### src/design/sr_ack_pkg.sv
package sr_ack_pkg;

    // counter width of the timeout and hold counters
    localparam int COUNT_WIDTH = 16;
    localparam logic [COUNT_WIDTH-1:0] COUNT_ONE = {{(COUNT_WIDTH-1){1'b0}}, 1'b1};

    // register map
    localparam int CFG_ADDR_WIDTH = 3;
    localparam logic REG_ACK_TIMEOUT = 1'b0;
    localparam logic REG_ERROR_HOLD  = 1'b1;
    localparam logic [15:0] ACK_TIMEOUT_RESET = 16'd4;
    localparam logic [15:0] ERROR_HOLD_RESET  = 16'd8;

    // command codes
    localparam logic [1:0] CMD_TICK  = 2'd0;
    localparam logic [1:0] CMD_START = 2'd1;
    localparam logic [1:0] CMD_RX    = 2'd2;

    // status codes at or above this carry no letters
    localparam logic [2:0] STATUS_NO_LETTERS = 3'd5;

    localparam logic [7:0] CHAR_HASH   = 8'h23;
    localparam logic [7:0] CHAR_DOLLAR = 8'h24;
    localparam logic [7:0] CHAR_ZERO   = 8'h30;
    localparam logic [7:0] CHAR_O      = 8'h4f;
    localparam logic [7:0] CHAR_K      = 8'h4b;

    // byte positions within a report frame
    localparam logic [2:0] POS_HASH   = 3'd0;
    localparam logic [2:0] POS_DIGIT  = 3'd1;
    localparam logic [2:0] POS_LETTER = 3'd2;
    localparam logic [2:0] POS_END    = 3'd5;

    // decoupling queue between front and back
    localparam int FIFO_DEPTH = 4;
    localparam int FIFO_PTR_W = $clog2(FIFO_DEPTH);

    typedef struct packed {
        logic [1:0] command;
        logic [3:0] unit_number;
        logic [2:0] unit_status;
        logic [7:0] rx_byte;
    } in_word_t;

    typedef struct packed {
        logic       tx_valid;
        logic [7:0] tx_byte;
        logic       last;
        logic       error_active;
        logic       awaiting_ack;
        logic       ack_done;
        logic       timed_out;
        logic       start_dropped;
    } out_word_t;

    // classified word handed from front to back
    typedef struct packed {
        logic       is_frame;
        logic       has_letters;
        logic [3:0] unit_number;
        logic [2:0] unit_status;
        logic       error_active;
        logic       awaiting_ack;
        logic       ack_done;
        logic       timed_out;
        logic       start_dropped;
    } desc_t;

    function automatic logic [COUNT_WIDTH-1:0] load_count(logic [15:0] v);
        logic [COUNT_WIDTH-1:0] m;
        m = COUNT_WIDTH'(v);
        return (m == '0) ? COUNT_ONE : m;
    endfunction

    function automatic logic [7:0] status_letter(logic [2:0] code, logic [1:0] k);
        logic [7:0] b;
        b = 8'h00;
        case (code)
            3'd0: case (k) 2'd0: b = 8'h52; 2'd1: b = 8'h55; default: b = 8'h4e; endcase
            3'd1: case (k) 2'd0: b = 8'h54; 2'd1: b = 8'h45; default: b = 8'h50; endcase
            3'd2: case (k) 2'd0: b = 8'h50; 2'd1: b = 8'h52; default: b = 8'h45; endcase
            3'd3: case (k) 2'd0: b = 8'h53; 2'd1: b = 8'h54; default: b = 8'h50; endcase
            3'd4: case (k) 2'd0: b = 8'h45; 2'd1: b = 8'h52; default: b = 8'h52; endcase
            default: b = 8'h00;
        endcase
        return b;
    endfunction

endpackage

### src/design/status_report_with_ack_timeout.sv
// status report sender with acknowledgement timeout
// input channel: a word (command, unit_number, unit_status, rx_byte) is taken
//   at a clock edge with push high and full low; the front updates the ack
//   state in that same cycle, so a new word can follow every cycle
// result channel: the oldest result sits on result while empty is low and
//   leaves at an edge with pop high; a start in idle gives three or six frame
//   words, every other command gives one status word, last marks the end
// path: a taken word is classified by the front, queued, then registered as result
// throughput: one result per cycle while pop is high, set by the single output
//   register; a start occupies the back end for three or six results, other words one
// stalls: a four-entry queue between front and back absorbs a held pop;
//   once it fills, full rises and input stops until pop resumes
// reset: idle, no ack awaited, error flag clear, counters zero,
//   ack_timeout_ticks 4, error_hold_ticks 8; no clearing pass is needed
// config: apb registers at 0 (ack_timeout_ticks) and 4 (error_hold_ticks),
//   written by the user only while the block is idle, not enforced by it
module status_report_with_ack_timeout
    import sr_ack_pkg::*;
(
    input  logic                      clk,
    input  logic                      rst_n,
    input  logic                      push,
    output logic                      full,
    input  in_word_t                  item,
    output logic                      empty,
    input  logic                      pop,
    output out_word_t                 result,
    input  logic                      psel,
    input  logic                      penable,
    input  logic                      pwrite,
    input  logic [CFG_ADDR_WIDTH-1:0] paddr,
    input  logic [31:0]               pwdata,
    output logic [31:0]               prdata,
    output logic                      pready
);

    logic [15:0] ack_timeout_ticks;
    logic [15:0] error_hold_ticks;
    desc_t       front_desc;
    desc_t       back_desc;
    logic        q_full;
    logic        q_empty;
    logic        q_pop;
    logic        accept;

    // apb never waits
    assign pready = 1'b1;

    // a word is taken whenever the queue has room
    assign full   = q_full;
    assign accept = push && !q_full;

    sr_ack_cfg u_cfg (
        .clk               (clk),
        .rst_n             (rst_n),
        .psel              (psel),
        .penable           (penable),
        .pwrite            (pwrite),
        .paddr             (paddr),
        .pwdata            (pwdata),
        .prdata            (prdata),
        .ack_timeout_ticks (ack_timeout_ticks),
        .error_hold_ticks  (error_hold_ticks)
    );

    // front: ack state machine, classifies each word
    sr_ack_front u_front (
        .clk               (clk),
        .rst_n             (rst_n),
        .accept            (accept),
        .item              (item),
        .ack_timeout_ticks (ack_timeout_ticks),
        .error_hold_ticks  (error_hold_ticks),
        .desc              (front_desc)
    );

    sr_ack_fifo u_fifo (
        .clk     (clk),
        .rst_n   (rst_n),
        .push    (accept),
        .wr_data (front_desc),
        .full    (q_full),
        .pop     (q_pop),
        .rd_data (back_desc),
        .empty   (q_empty)
    );

    // back: expands frames into bytes, one result per cycle while popped
    sr_ack_back u_back (
        .clk        (clk),
        .rst_n      (rst_n),
        .desc       (back_desc),
        .desc_empty (q_empty),
        .desc_pop   (q_pop),
        .result     (result),
        .empty      (empty),
        .pop        (pop)
    );

endmodule

### src/design/sr_ack_cfg.sv
module sr_ack_cfg
    import sr_ack_pkg::*;
(
    input  logic                      clk,
    input  logic                      rst_n,
    input  logic                      psel,
    input  logic                      penable,
    input  logic                      pwrite,
    input  logic [CFG_ADDR_WIDTH-1:0] paddr,
    input  logic [31:0]               pwdata,
    output logic [31:0]               prdata,
    output logic [15:0]               ack_timeout_ticks,
    output logic [15:0]               error_hold_ticks
);

    logic [15:0] ack_timeout_reg;
    logic [15:0] error_hold_reg;
    logic        wr_en;

    assign wr_en = psel && penable && pwrite;

    always_ff @(posedge clk or negedge rst_n)
    begin
        if (!rst_n)
        begin
            ack_timeout_reg <= ACK_TIMEOUT_RESET;
            error_hold_reg  <= ERROR_HOLD_RESET;
        end
        else if (wr_en)
        begin
            if (paddr[2] == REG_ACK_TIMEOUT)
                ack_timeout_reg <= pwdata[15:0];
            else
                error_hold_reg <= pwdata[15:0];
        end
    end

    always_comb
    begin
        if (paddr[2] == REG_ACK_TIMEOUT)
            prdata = {16'h0000, ack_timeout_reg};
        else
            prdata = {16'h0000, error_hold_reg};
    end

    assign ack_timeout_ticks = ack_timeout_reg;
    assign error_hold_ticks  = error_hold_reg;

endmodule

### src/design/sr_ack_front.sv
module sr_ack_front
    import sr_ack_pkg::*;
(
    input  logic        clk,
    input  logic        rst_n,
    input  logic        accept,
    input  in_word_t    item,
    input  logic [15:0] ack_timeout_ticks,
    input  logic [15:0] error_hold_ticks,
    output desc_t       desc
);

    logic                   phase_reg, phase_next;
    logic                   seen_o_reg, seen_o_next;
    logic                   error_reg, error_next;
    logic [COUNT_WIDTH-1:0] timeout_reg, timeout_next;
    logic [COUNT_WIDTH-1:0] hold_reg, hold_next;
    logic                   frame;
    logic                   done;
    logic                   tmo;
    logic                   dropped;

    always_comb
    begin
        phase_next   = phase_reg;
        seen_o_next  = seen_o_reg;
        error_next   = error_reg;
        timeout_next = timeout_reg;
        hold_next    = hold_reg;
        frame        = 1'b0;
        done         = 1'b0;
        tmo          = 1'b0;
        dropped      = 1'b0;
        case (item.command)
            CMD_START:
            begin
                if (phase_reg)
                    dropped = 1'b1;
                else
                begin
                    phase_next   = 1'b1;
                    seen_o_next  = 1'b0;
                    timeout_next = load_count(ack_timeout_ticks);
                    frame        = 1'b1;
                end
            end
            CMD_RX:
            begin
                if (phase_reg)
                begin
                    if (!seen_o_reg)
                    begin
                        if (item.rx_byte == CHAR_O)
                            seen_o_next = 1'b1;
                    end
                    else if (item.rx_byte == CHAR_K)
                    begin
                        phase_next   = 1'b0;
                        seen_o_next  = 1'b0;
                        timeout_next = '0;
                        error_next   = 1'b0;
                        hold_next    = '0;
                        done         = 1'b1;
                    end
                end
            end
            CMD_TICK:
            begin
                // hold counts first, so a hold started below is not counted now
                if (error_reg)
                begin
                    if (hold_reg > COUNT_ONE)
                        hold_next = hold_reg - COUNT_ONE;
                    else
                    begin
                        hold_next  = '0;
                        error_next = 1'b0;
                    end
                end
                if (phase_reg)
                begin
                    if (timeout_reg > COUNT_ONE)
                        timeout_next = timeout_reg - COUNT_ONE;
                    else
                    begin
                        timeout_next = '0;
                        phase_next   = 1'b0;
                        seen_o_next  = 1'b0;
                        error_next   = 1'b1;
                        hold_next    = load_count(error_hold_ticks);
                        tmo          = 1'b1;
                    end
                end
            end
            default: ;
        endcase
    end

    always_ff @(posedge clk or negedge rst_n)
    begin
        if (!rst_n)
        begin
            phase_reg   <= 1'b0;
            seen_o_reg  <= 1'b0;
            error_reg   <= 1'b0;
            timeout_reg <= '0;
            hold_reg    <= '0;
        end
        else if (accept)
        begin
            phase_reg   <= phase_next;
            seen_o_reg  <= seen_o_next;
            error_reg   <= error_next;
            timeout_reg <= timeout_next;
            hold_reg    <= hold_next;
        end
    end

    always_comb
    begin
        desc.is_frame      = frame;
        desc.has_letters   = item.unit_status < STATUS_NO_LETTERS;
        desc.unit_number   = item.unit_number;
        desc.unit_status   = item.unit_status;
        desc.error_active  = error_next;
        desc.awaiting_ack  = phase_next;
        desc.ack_done      = done;
        desc.timed_out     = tmo;
        desc.start_dropped = dropped;
    end

endmodule

### src/design/sr_ack_fifo.sv
module sr_ack_fifo
    import sr_ack_pkg::*;
(
    input  logic  clk,
    input  logic  rst_n,
    input  logic  push,
    input  desc_t wr_data,
    output logic  full,
    input  logic  pop,
    output desc_t rd_data,
    output logic  empty
);

    desc_t                 entry_reg [FIFO_DEPTH];
    logic [FIFO_PTR_W-1:0] wr_ptr_reg;
    logic [FIFO_PTR_W-1:0] rd_ptr_reg;
    logic [FIFO_PTR_W:0]   count_reg;
    logic                  do_push;
    logic                  do_pop;

    assign full    = count_reg == (FIFO_PTR_W+1)'(FIFO_DEPTH);
    assign empty   = count_reg == '0;
    assign do_push = push && !full;
    assign do_pop  = pop && !empty;
    assign rd_data = entry_reg[rd_ptr_reg];

    always_ff @(posedge clk)
    begin
        if (do_push)
            entry_reg[wr_ptr_reg] <= wr_data;
    end

    always_ff @(posedge clk or negedge rst_n)
    begin
        if (!rst_n)
        begin
            wr_ptr_reg <= '0;
            rd_ptr_reg <= '0;
            count_reg  <= '0;
        end
        else
        begin
            if (do_push)
                wr_ptr_reg <= wr_ptr_reg + 1'b1;
            if (do_pop)
                rd_ptr_reg <= rd_ptr_reg + 1'b1;
            if (do_push && !do_pop)
                count_reg <= count_reg + 1'b1;
            else if (do_pop && !do_push)
                count_reg <= count_reg - 1'b1;
        end
    end

endmodule

### src/design/sr_ack_back.sv
module sr_ack_back
    import sr_ack_pkg::*;
(
    input  logic      clk,
    input  logic      rst_n,
    input  desc_t     desc,
    input  logic      desc_empty,
    output logic      desc_pop,
    output out_word_t result,
    output logic      empty,
    input  logic      pop
);

    logic [2:0] pos_reg, pos_next;
    logic       out_valid_reg;
    out_word_t  result_reg;
    out_word_t  word;
    logic       item_done;
    logic       load_out;

    always_comb
    begin
        word.tx_valid      = desc.is_frame;
        word.tx_byte       = 8'h00;
        word.last          = 1'b1;
        word.error_active  = desc.error_active;
        word.awaiting_ack  = desc.awaiting_ack;
        word.ack_done      = desc.ack_done;
        word.timed_out     = desc.timed_out;
        word.start_dropped = desc.start_dropped;
        if (desc.is_frame)
        begin
            word.last = pos_reg == POS_END;
            case (pos_reg)
                POS_HASH:  word.tx_byte = CHAR_HASH;
                POS_DIGIT: word.tx_byte = CHAR_ZERO + {4'h0, desc.unit_number};
                POS_END:   word.tx_byte = CHAR_DOLLAR;
                default:   word.tx_byte = status_letter(desc.unit_status,
                                                        2'(pos_reg - POS_LETTER));
            endcase
        end
    end

    assign item_done = word.last;
    assign load_out  = !desc_empty && (!out_valid_reg || pop);
    assign desc_pop  = load_out && item_done;

    always_comb
    begin
        pos_next = pos_reg;
        if (load_out)
        begin
            if (item_done)
                pos_next = POS_HASH;
            else if (pos_reg == POS_DIGIT && !desc.has_letters)
                pos_next = POS_END;
            else
                pos_next = pos_reg + 3'd1;
        end
    end

    always_ff @(posedge clk or negedge rst_n)
    begin
        if (!rst_n)
        begin
            pos_reg       <= POS_HASH;
            out_valid_reg <= 1'b0;
        end
        else
        begin
            pos_reg <= pos_next;
            if (load_out)
                out_valid_reg <= 1'b1;
            else if (pop)
                out_valid_reg <= 1'b0;
        end
    end

    always_ff @(posedge clk)
    begin
        if (load_out)
            result_reg <= word;
    end

    assign result = result_reg;
    assign empty  = !out_valid_reg;

endmodule

### config.mk
export PLATFORM = sky130hd
export DESIGN_NAME = status_report_with_ack_timeout
export DESIGN_NICKNAME = d
export VERILOG_FILES = /design/src/design/sr_ack_pkg.sv /design/src/design/status_report_with_ack_timeout.sv /design/src/design/sr_ack_cfg.sv /design/src/design/sr_ack_front.sv /design/src/design/sr_ack_fifo.sv /design/src/design/sr_ack_back.sv
export SDC_FILE = /design/constraint.sdc
export NUM_CORES = 1
export LEC_CHECK = 0
export BUFFER_PORTS_ARGS = -buffer_cell sky130_fd_sc_hd__buf_2
export CAP_MARGIN = 10
export CORE_MARGIN = 8
export CORE_UTILIZATION = 35
export CTS_CLUSTER_DIAMETER = 30
export DETAILED_ROUTE_END_ITERATION = 6
export GPL_ROUTABILITY_DRIVEN = 1
export SLEW_MARGIN = 20
export SYNTH_ARGS = -nofsm -noshare
export SYNTH_HDL_FRONTEND = slang
export SYNTH_SLANG_ARGS = --single-unit
### constraint.sdc
create_clock -name clk -period 2.9 [get_ports clk]
set_clock_uncertainty 0.2 [all_clocks]
set_input_delay 0.725 -clock clk [delete_from_list [all_inputs] [get_ports clk]]
set_output_delay 0.725 -clock clk [all_outputs]
set_load 0.1 [all_outputs]
==> flow_metrics.tcl <==
set metrics [dict create \
    status "completed" \
    grt.total_usage_pct 13.6 \
    numCtsBuffers 17 \
    cts_tree "built" \
    yosysUniqueCellTypes 64 \
    vias_per_cell 5.24 \
    grt_pass1_vias 5263 \
    clk_pin_slew_ps 60 \
    ys.flop_type "dfrtp_1" \
    vias 5237 \
    globalRouteOverflowTotal 0 \
    avgSynthCellArea_um2 12.0 \
    maxSlewHeadroom_pct 54.2 \
    start_util_pct 35.5 \
    cts_max_level 4 \
    final_cell_mix "dfrtp_1, buf_2, edfxtp_1" \
    finalWorstPathRequiredPeriod_ps 2750 \
    fillers 2007 \
    synthesis.area_um2 7430 \
    synthArstFlopShare_pct 52.7 \
    timing_worst_slew_pin_value_ps 687 \
    die_w_um 162 \
    ys_seq_elements 148 \
    p_leak_nw 3.52 \
    cts_hold_buf 0 \
    finish.utilization_pct 41.9 \
    finalCritPeriodShare_pct 94.7 \
    r2r_start "u_front.timeout_reg[6]$_DFFE_PN0P_" \
    place.port_buffers 72 \
    drc 0 \
    cts_root_buf "clkbuf_16" \
    fmax_ghz 0.364 \
    fp.dieH_um 162 \
    grt_pass1_wl_um 28300 \
    slowest_delay_ps 590 \
    multiInputGateArea_um2 3080 \
    cp-end-kind "output pin" \
    worst_slack_ps 154 \
    synth_edf_count 70 \
    grt_max_degree 51 \
    crit_slowest_cell "or3b_2" \
    antenna_found_initial 0 \
    crit_chain "or3b_2 -> inv_1 -> buf_4" \
    layout_commonest_cell "dfrtp_1" \
    hpwl_um 12500 \
    reg2reg_to "u_front.hold_reg[0]$_DFFE_PN0P_" \
    rsz0062_at_grt "no" \
    yosysWarnings 0 \
    core_area_um2 21000 \
    crit_required_ps 1980 \
    largest_reg_flops 56 \
    drt_iter0_markers 262 \
    die_area_um2 26200 \
    p_per_area_nw_per_um2 1130 \
    crit_path_start_kind "register" \
    post-cts-setup-buffer-count 0 \
    worstSetupPathType "register to output pin" \
    drt_wl_total_um 17500 \
    drv_slew 0 \
    ios 109 \
    syn2layout_area_growth_pct 18.2 \
    insertion_delay_ps 430 \
    cts_repair_resize_count 1 \
    wl_per_cell_um 17.5 \
    r2r_setup_slack_ps 300 \
    dpl_worst_slack_ps 255 \
    layout-drive-gt1-share_pct 29.1 \
    postSynthCellCount 619 \
    final-seq-area_um2 4060 \
    gp_congestion 0.799 \
    tns_ps 0 \
    yosysSeqAreaShare_pct 54.6 \
    drtAntennaViolNets 0 \
    cp_max_fo 8 \
    vdd_ir_drop_max_mv 0.722 \
    max_cap_violations 0 \
    nNetsFinal 786 \
    setup_viol 0 \
    rows 53 \
    finalHoldViolCount 0 \
    diodes 0 \
    reg2reg_depth 5 \
    first_pass_iters 5 \
    cts_buffer_depth 2 \
    cts.sinks 148 \
    worstPathArrival_ps 1820 \
    hp-class "input port to async pin" \
]
## critical path: cells and delay by family (launching register included)
kind / cells / cell delay (ps)
buffers and inverters: 2 / 370
AND/OR/NAND/NOR: 1 / 590
flip-flops: 1 / 430
## power by group
| part | switching (mW) | total [mW] | internal (mW) |
|---|---|---|---|
| sequential | 0.556 | 3.47 | 2.92 |
| clock | 0.889 | 2.08 | 1.19 |
| combinational | 2.93 | 4.37 | 1.45 |
| total | 4.37 | 9.93 | 5.56 |
## metal layers
| metal | global-route usage, % | wire length, µm | up-vias |
|---|---|---|---|
| li1 | - | - | 2511 |
| met1 | 17.9 | 7960 | 2561 |
| met2 | 21.8 | 8400 | 149 |
| met3 | 3.24 | 958 | 16 |
| met4 | 4.04 | 158 | 0 |
| met5 | 0 | 0 | - |
## synthesized netlist by cell type (all sizes together) (18+ instances only)
library cell | number | area, µm²
clkbuf | 23 | 86.3
edfxtp | 70 | 2100
a21oi | 18 | 90.1
inv | 29 | 109
o21ai | 37 | 185
nor3 | 22 | 115
nor2 | 30 | 113
buf | 24 | 161
nand2 | 34 | 128
mux2 | 50 | 563
nor4 | 19 | 140
dfrtp | 76 | 1900
## area by class of cell
cell class	instances	area share, %
sequential	148	46.2
multi-input combinational	411	35.1
timing repair buffer	104	7.18
clock buffer	19	4.93
tap	275	3.92
clock inverter	13	1.44
inverter	29	1.24
## cell families (layout without fill, tap and decap cells)
kind of cell	after synthesis	after routing	synth area share, %
buffers and inverters	76	165	4.80
xor gates and xnor gates	11	11	1.30
and+or+nand+nor	169	169	12.4
other	2	18	0.101
AOI/OAI and AO/OA	132	132	12.0
muxes	65	65	12.0
DFF	148	148	54.6
adders and majority gates	16	16	2.80
## through the flow
| stage | std cells | area [µm²] | power (mW) | hold WS [ps] |
|---|---|---|---|---|
| floorplan | 635 | 7490 | 6.81 | 229 |
| global placement | 967 | 8220 | 7.84 | 275 |
| detailed placement | 967 | 8220 | 7.89 | 281 |
| CTS | 999 | 8780 | 10.0 | 43.2 |
| global route | 999 | 8780 | 10.5 | 61.6 |
| finish | 999 | 8780 | 9.93 | 36.2 |
## how the worst max path moves through the flow
stage | endpoint | cells past startpoint | slack (ps) | startpoint
4_1_cts | full | 3 | 120 | u_fifo.count_reg[0]$_DFFE_PN0P_
3_3_place_gp | u_front.hold_reg[3]$_DFFE_PN0P_ | 8 | 300 | item[5]
6_report | full | 3 | 150 | u_fifo.count_reg[0]$_DFFE_PN0P_
2_1_floorplan | prdata[10] | 3 | 20 | paddr[2]
5_1_grt | full | 3 | 60 | u_fifo.count_reg[0]$_DFFE_PN0P_
3_5_place_dp | u_front.hold_reg[3]$_DFFE_PN0P_ | 8 | 260 | item[5]
No activity file was read; power rests on OpenSTA's default activity.
